**config.mk**
```make
export PLATFORM = sky130hd
export DESIGN_NAME = sorted_priority_queue_core
export DESIGN_NICKNAME = d
export VERILOG_FILES = /design/src/rtl/core/spq_pkg.sv /design/src/rtl/core/sorted_priority_queue_core.sv /design/src/rtl/core/spq_cell.sv
export VERILOG_INCLUDE_DIRS = /design/src /design/src/rtl/core
export SDC_FILE = /design/constraint.sdc
export NUM_CORES = 2
export LEC_CHECK = 0
export BUFFER_PORTS_ARGS = -buffer_cell sky130_fd_sc_hd__buf_2
export CORE_ASPECT_RATIO = 1.25
export CORE_MARGIN = 2
export CORE_UTILIZATION = 55
export DETAILED_ROUTE_END_ITERATION = 16
export PLACE_DENSITY = 0.71
export SYNTH_ARGS = -nofsm -noshare
export SYNTH_HDL_FRONTEND = slang
export SYNTH_HIERARCHICAL = 1
export SYNTH_SLANG_ARGS = --single-unit
export TNS_END_PERCENT = 20
```
**constraint.sdc**
```tcl
create_clock -name clk -period 8.05 [get_ports clk]
set_input_delay 1.61 -clock clk [delete_from_list [all_inputs] [get_ports clk]]
set_output_delay 1.61 -clock clk [all_outputs]
set_load 0.005 [all_outputs]
```
**src/rtl/core/sorted_priority_queue_core_defines.svh**
```systemverilog
// ----------------------------------------------------------------------------
// Assertion macros for the sorted priority queue core.
// Each macro builds a labelled concurrent assertion on clk, or nothing at all
// when assertions are switched off for the build.
// ----------------------------------------------------------------------------
`ifndef SORTED_PRIORITY_QUEUE_CORE_DEFINES_SVH
`define SORTED_PRIORITY_QUEUE_CORE_DEFINES_SVH

`ifndef ASSERT_OFF
// Checked only while the block is out of reset.
`define SPQ_ASSERT(lbl, prop, msg) \
    lbl: assert property (@(posedge clk) disable iff (!rst_n) prop) else $error(msg);
// Checked at every edge, reset included.
`define SPQ_ASSERT_ALWAYS(lbl, prop, msg) \
    lbl: assert property (@(posedge clk) prop) else $error(msg);
`else
`define SPQ_ASSERT(lbl, prop, msg)
`define SPQ_ASSERT_ALWAYS(lbl, prop, msg)
`endif

`endif

```
**src/rtl/core/spq_pkg.sv**
```systemverilog
// ----------------------------------------------------------------------------
// spq_pkg
// Types and codes shared by the sorted priority queue core and its cells.
// ----------------------------------------------------------------------------
package spq_pkg;

    localparam logic CMD_INSERT = 1'b0;
    localparam logic CMD_DUMP   = 1'b1;

    localparam logic [1:0] ST_INSERTED = 2'd0;
    localparam logic [1:0] ST_FULL     = 2'd1;
    localparam logic [1:0] ST_RECORD   = 2'd2;
    localparam logic [1:0] ST_EMPTY    = 2'd3;

    typedef struct packed {
        logic        command;
        logic [31:0] customer_tag;
        logic [2:0]  priority_req;
        logic [12:0] amount;
        logic [15:0] turn_number;
    } cmd_t;

    typedef struct packed {
        logic [1:0]  status;
        logic [31:0] out_tag;
        logic [2:0]  out_priority;
        logic [12:0] out_amount;
        logic [15:0] out_turn;
        logic        last;
    } rsp_t;

    typedef struct packed {
        logic [31:0] tag;
        logic [2:0]  prio;
        logic [12:0] amount;
        logic [15:0] turn;
    } rec_t;

    // Per-cycle orders broadcast to every cell of the chain.
    typedef struct packed {
        logic insert;
        logic rotate;
    } cell_ctrl_t;

endpackage

```
**src/rtl/core/sorted_priority_queue_core.sv**
```systemverilog
// ----------------------------------------------------------------------------
// sorted_priority_queue_core
// An insert's status beat is valid in the next cycle, so inserts can follow back
// to back unless the output stalls. A dump's first record beat passes the state
// register, then the output register; the rest follow one per cycle unless stalled;
// the ring turns QUEUE_DEPTH steps, and the next command is stalled until it is done.
// ----------------------------------------------------------------------------
`include "sorted_priority_queue_core_defines.svh"

module sorted_priority_queue_core
    import spq_pkg::*;
#(
    parameter int QUEUE_DEPTH = 16
)
(
    input  logic clk,
    input  logic rst_n,
    input  logic cmd_valid,
    output logic cmd_stall,
    input  cmd_t cmd,
    output logic rsp_valid,
    input  logic rsp_stall,
    output rsp_t rsp
);

    // Width of the record count (holds QUEUE_DEPTH itself) and of the
    // rotation counter (an index into the chain).
    localparam int NW = $clog2(QUEUE_DEPTH + 1);
    localparam int CW = $clog2(QUEUE_DEPTH);

    localparam logic S_IDLE = 1'b0;
    localparam logic S_DUMP = 1'b1;

    logic          state_reg;
    logic          state_next;
    logic [NW-1:0] count_reg;
    logic [NW-1:0] count_next;
    logic [CW-1:0] rot_reg;
    logic [CW-1:0] rot_next;
    logic          rsp_valid_reg;
    logic          rsp_valid_next;
    rsp_t          rsp_reg;
    rsp_t          rsp_next;

    logic          out_free;
    logic          accept;
    logic          is_full;
    logic          emit_pending;
    logic          emit;
    logic          advance;
    cell_ctrl_t    cell_ctrl;
    rec_t          new_rec;
    rec_t          cell_rec  [QUEUE_DEPTH];
    logic          cell_keep [QUEUE_DEPTH];

    // The output register frees up in the same cycle that its beat is taken,
    // so a new result can follow back to back.
    assign out_free  = !rsp_valid_reg || !rsp_stall;
    assign cmd_stall = (state_reg != S_IDLE) || !out_free;
    assign accept    = cmd_valid && !cmd_stall;
    assign is_full   = (count_reg == NW'(QUEUE_DEPTH));

    assign new_rec.tag    = cmd.customer_tag;
    assign new_rec.prio   = cmd.priority_req;
    assign new_rec.amount = cmd.amount;
    assign new_rec.turn   = cmd.turn_number;

    // During a dump, the first count_reg steps of the rotation each emit the
    // record sitting in cell zero; those steps wait for the output register.
    // The remaining steps only turn the ring back to its starting order.
    assign emit_pending = (state_reg == S_DUMP) && (NW'(rot_reg) < count_reg);
    assign emit         = emit_pending && out_free;
    assign advance      = (state_reg == S_DUMP) && (!emit_pending || out_free);

    assign cell_ctrl.insert = accept && (cmd.command == CMD_INSERT) && !is_full;
    assign cell_ctrl.rotate = advance;

    // The chain of cells. Cell zero has no left neighbour; it behaves as if
    // that neighbour kept its place, so it takes the new record when it moves.
    // The right end wraps round to cell zero for the dump rotation.
    for (genvar i = 0; i < QUEUE_DEPTH; i++)
    begin : g_cell
        rec_t prev_rec;
        logic prev_keep;

        if (i == 0)
        begin : g_head
            assign prev_rec  = new_rec;
            assign prev_keep = 1'b1;
        end
        else
        begin : g_body
            assign prev_rec  = cell_rec[i-1];
            assign prev_keep = cell_keep[i-1];
        end

        spq_cell u_cell (
            .clk         (clk),
            .ctrl        (cell_ctrl),
            .entry_valid (NW'(i) < count_reg),
            .new_rec     (new_rec),
            .prev_rec    (prev_rec),
            .prev_keep   (prev_keep),
            .next_rec    (cell_rec[(i + 1) % QUEUE_DEPTH]),
            .rec         (cell_rec[i]),
            .keep        (cell_keep[i])
        );
    end

    always_comb
    begin
        state_next     = state_reg;
        count_next     = count_reg;
        rot_next       = rot_reg;
        rsp_next       = rsp_reg;
        rsp_valid_next = rsp_valid_reg && rsp_stall;

        case (state_reg)
            S_IDLE:
            begin
                if (accept)
                begin
                    rsp_valid_next        = 1'b1;
                    rsp_next              = '0;
                    rsp_next.last         = 1'b1;
                    if (cmd.command == CMD_INSERT)
                    begin
                        if (is_full)
                        begin
                            rsp_next.status = ST_FULL;
                        end
                        else
                        begin
                            rsp_next.status = ST_INSERTED;
                            count_next      = count_reg + NW'(1);
                        end
                    end
                    else if (count_reg == '0)
                    begin
                        rsp_next.status = ST_EMPTY;
                    end
                    else
                    begin
                        // The record beats come from the rotation; nothing
                        // is emitted for the command itself.
                        rsp_valid_next = 1'b0;
                        state_next     = S_DUMP;
                        rot_next       = '0;
                    end
                end
            end
            S_DUMP:
            begin
                if (emit)
                begin
                    rsp_valid_next        = 1'b1;
                    rsp_next.status       = ST_RECORD;
                    rsp_next.out_tag      = cell_rec[0].tag;
                    rsp_next.out_priority = cell_rec[0].prio;
                    rsp_next.out_amount   = cell_rec[0].amount;
                    rsp_next.out_turn     = cell_rec[0].turn;
                    rsp_next.last         = ((NW'(rot_reg) + NW'(1)) == count_reg);
                end
                if (advance)
                begin
                    if (rot_reg == CW'(QUEUE_DEPTH - 1))
                    begin
                        state_next = S_IDLE;
                        rot_next   = '0;
                    end
                    else
                    begin
                        rot_next = rot_reg + CW'(1);
                    end
                end
            end
            default:
            begin
                state_next = S_IDLE;
            end
        endcase
    end

    always_ff @(posedge clk or negedge rst_n)
    begin
        if (!rst_n)
        begin
            state_reg     <= S_IDLE;
            count_reg     <= '0;
            rot_reg       <= '0;
            rsp_valid_reg <= 1'b0;
        end
        else
        begin
            state_reg     <= state_next;
            count_reg     <= count_next;
            rot_reg       <= rot_next;
            rsp_valid_reg <= rsp_valid_next;
        end
    end

    // The result payload needs no reset; it is qualified by rsp_valid_reg.
    always_ff @(posedge clk)
    begin
        rsp_reg <= rsp_next;
    end

    assign rsp_valid = rsp_valid_reg;
    assign rsp       = rsp_reg;

    // The count can never pass the depth of the chain.
    `SPQ_ASSERT_ALWAYS(a_count_bound, (!rst_n || count_reg <= NW'(QUEUE_DEPTH)), "count exceeds depth")
    // A rejected insert leaves the table size as it was.
    `SPQ_ASSERT(a_full_holds, (accept && cmd.command == CMD_INSERT && is_full) |=> $stable(count_reg), "full insert changed count")
    // Every beat launched during a dump carries a record.
    `SPQ_ASSERT(a_dump_status, emit |=> (rsp_valid && rsp.status == ST_RECORD), "dump beat without record status")
    // While idle the head of the chain is in priority order.
    `SPQ_ASSERT(a_head_sorted, (state_reg == S_IDLE && count_reg >= NW'(2)) |-> (cell_rec[0].prio <= cell_rec[1].prio), "chain head out of order")

endmodule

```
**src/rtl/core/spq_cell.sv**
```systemverilog
// ----------------------------------------------------------------------------
// spq_cell
// One slot of the sorted chain: holds a record, takes the new record or its
// left neighbour's on an insert, and its right neighbour's on a rotation.
// ----------------------------------------------------------------------------
module spq_cell
    import spq_pkg::*;
(
    input  logic       clk,
    input  cell_ctrl_t ctrl,
    input  logic       entry_valid,
    input  rec_t       new_rec,
    input  rec_t       prev_rec,
    input  logic       prev_keep,
    input  rec_t       next_rec,
    output rec_t       rec,
    output logic       keep
);

    rec_t rec_reg;
    rec_t rec_next;

    // A valid record of lower or equal priority stays where it is.
    assign keep = entry_valid && (rec_reg.prio <= new_rec.prio);
    assign rec  = rec_reg;

    always_comb
    begin
        rec_next = rec_reg;
        if (ctrl.rotate)
        begin
            rec_next = next_rec;
        end
        else if (ctrl.insert && !keep)
        begin
            rec_next = prev_keep ? new_rec : prev_rec;
        end
    end

    always_ff @(posedge clk)
    begin
        rec_reg <= rec_next;
    end

endmodule
```
==> results.txt <==
----------------------------------------------------
[Outcome]
  Status ... completed

[Floorplan]
  Die boundary width ... 294 µm
  Die Span Y ... 367 µm
  Total Die Area ... 108,000 µm²
  Site Rows ... 133
  Number of top-level pins ... 138
  Initial cell density of the core ... 0.553
  Core region area ... 105,000 µm²

[Global route]
  First-pass GRT wire length ... 222,000 µm
  GRT Util Overall ... 0.269
  Congestion Overflow GR ... 0
  Largest net degree at the start of global routing ... 282
  Vias in the first global route ... 36,700
  Number of antenna violations at the first check in global routing ... 11

[Clock tree]
  Cts bufs inserted ... 111
  TritonCTS clock tree ... yes
  # H-tree levels ... 3
  Root Buffer ... clkbuf_16
  Post-CTS Setup Repair Bufs ... 0
  Count of cells resized by post-cts repair ... 0
  Clock latency reported for the late side of the worst-skew pair ... 0.73 ns
  Cts-stage hold buffer count ... 0
  Clock-pin slew on the worst setup and hold paths ... 0.06 ns
  Number of clock sinks ... 1,102
  CTS Buffer Depth ... 3

[Logic synthesis]
  Cell Area, Synth ... 58,000 µm²
  Instance count of the mapped netlist ... 4,890
  YS warnings ... 6
  Post-synthesis average cell area ... 11.9 µm²
  Total nets after synthesis ... 5,014

[Detailed routing]
  WL met1 ... 62,200 µm
  Met2 wire len ... 70,800 µm
  Number of remaining DRC errors ... 0
  Total via count in the routed design ... 38,300
  Top routing layer in use ... met5
  Post-Route WL ... 148,000 µm
  Number of design-rule violations left by the first detailed-router iteration ... 4,458
  Met3 wire length ... 10,900 µm
  DRT antenna net count ... 0
  First-pass iteration count of the detailed router ... 6
  Wire length per cell ... 23.5 µm
  Vias per cell ... 6.07

[STA]
  Final number of max-transition violations ... 0
  Final count of hold timing violations ... 0
  Peak Freq ... 213 MHz
  Final period demand of the worst path ... 4.69 ns
  Post-route fraction of the period consumed by the critical path ... 0.583
  Pin slew with the least headroom to its limit ... 1.41 ns
  Setup tns final ... 0 ns
  Worst slew margin ... 0.0590
  Setup repair after global routing missed its margin ... false
  Clock Skew ... 0.0328 ns
  # setup viols final ... 0

[Critical path]
  Setup CP Type ... reg2reg
  CP Data Required Time ... 8.41 ns
  Peak fanout along the critical path ... 106
  Critical path capture point type ... flop
  Arrival time at the worst endpoint ... 5.06 ns
  Worst Setup Start Kind ... flop

[Final layout]
  Largest register FFs ... 1,024
  Net count of the finished layout ... 4,991
  Synth-to-Final Area Change ... 6.01%
  Share of final-layout standard cells stronger than drive strength 1 ... 0.0819

[Placement]
  Routability cong. ... 0.814
  Buffers added on ports ... 137
  HPWL reported at the end of detailed placement ... 83,400 µm

[Flow run]
  Max-cap viol count ... 0

[Min path]
  Hold crit path type ... reg2reg

----------------------------------------------------
==> cells in the final DEF, fill, tap and decap left out, types with 3 or more instances in the layout <==
master         n
edfxtp_1    1091
nand2_1     1050
mux2i_1     1024
o21ai_1      960
buf_2        137
clkbuf_16    112
o21ai_0       88
buf_4         70
and2_1        64
inv_1         57
ha_1          55
clkbuf_1      29
a21oi_1       21
clkinv_1      20
clkinv_2      18
nor2b_1       17
nand3_1       17
a21boi_4      16
a311o_2       16
dfrtp_1       10
nor2_1         8
bufinv_16      8
clkinvlp_4     8
buf_12         7
nand2b_1       6
xnor2_1        5
o21bai_1       4
inv_6          4
diode_2        3
xor2_1         3
==> per-layer routing <==
layer,vias up,global-route usage
met4,2,0.0955
li1,17800,-
met2,1442,0.435
met1,18800,0.372
met3,231,0.0362
met5,-,0
==> worst max-delay path, cell delays in order, from the launching register on <==
cell      delay, ns
dfrtp_1        0.53
inv_1          0.24
ha_1           0.34
nand2b_1       0.05
a211oi_1       0.32
o31a_2         0.26
buf_4          0.74
a311o_2        1.20
buf_4          0.59
==> per-stage QoR <==
| stage | setup slack, ns | area, µm² | util | hold slack [ns] | cells |
|---|---|---|---|---|---|
| final | 3.36 | 61500 | 0.586 | 0.536 | 6309 |
| after global placement | 2.79 | 58000 | 0.553 | 0.510 | 6104 |
| after CTS | 3.34 | 61500 | 0.586 | 0.537 | 6306 |
| after floorplan | 0.844 | 58000 | - | 0.500 | 4890 |
| after detailed placement | 2.70 | 58000 | 0.553 | 0.518 | 6104 |
| after global routing | 3.06 | 61500 | 0.586 | 0.549 | 6309 |
==> cell type report <==
type                            instances  area (µm²)
Sequential cell                      1102       33000
Timing Repair Buffer                  214        1350
Clock inverter                         61         563
Inverter                               57         214
Fill cell                            8647       43400
Tap cell                             1350        1690
Multi-Input combinational cell       3381       21700
Clock buffer                          141        2910
Antenna cell                            3        7.51
==> path summary, 6_finish.rpt <==
| check | start | end | slack (ns) | cells after the start |
|---|---|---|---|---|
| worst max-delay path | count_reg[1]$_DFFE_PN0P_ | g_cell[0].u_cell/rec[23]$_DFFE_PP_ | 3.36 | 8 |
| worst min-delay path | g_cell[15].u_cell/rec[28]$_DFFE_PP_ | g_cell[14].u_cell/rec[28]$_DFFE_PP_ | 0.54 | 2 |
| worst max register to register | count_reg[1]$_DFFE_PN0P_ | g_cell[0].u_cell/rec[23]$_DFFE_PP_ | 3.36 | 8 |
| worst min register to register | g_cell[15].u_cell/rec[28]$_DFFE_PP_ | g_cell[14].u_cell/rec[28]$_DFFE_PP_ | 0.54 | 2 |
| max in group asynchronous | rst_n | state_reg$_DFF_PN0_ | 7.00 | 1 |
| min in group asynchronous | rst_n | rsp_valid$_DFF_PN0_ | 0.77 | 1 |
Power is not shown: default switching activity piles up to over one toggle a cycle in this logic, so the estimate is an artifact.
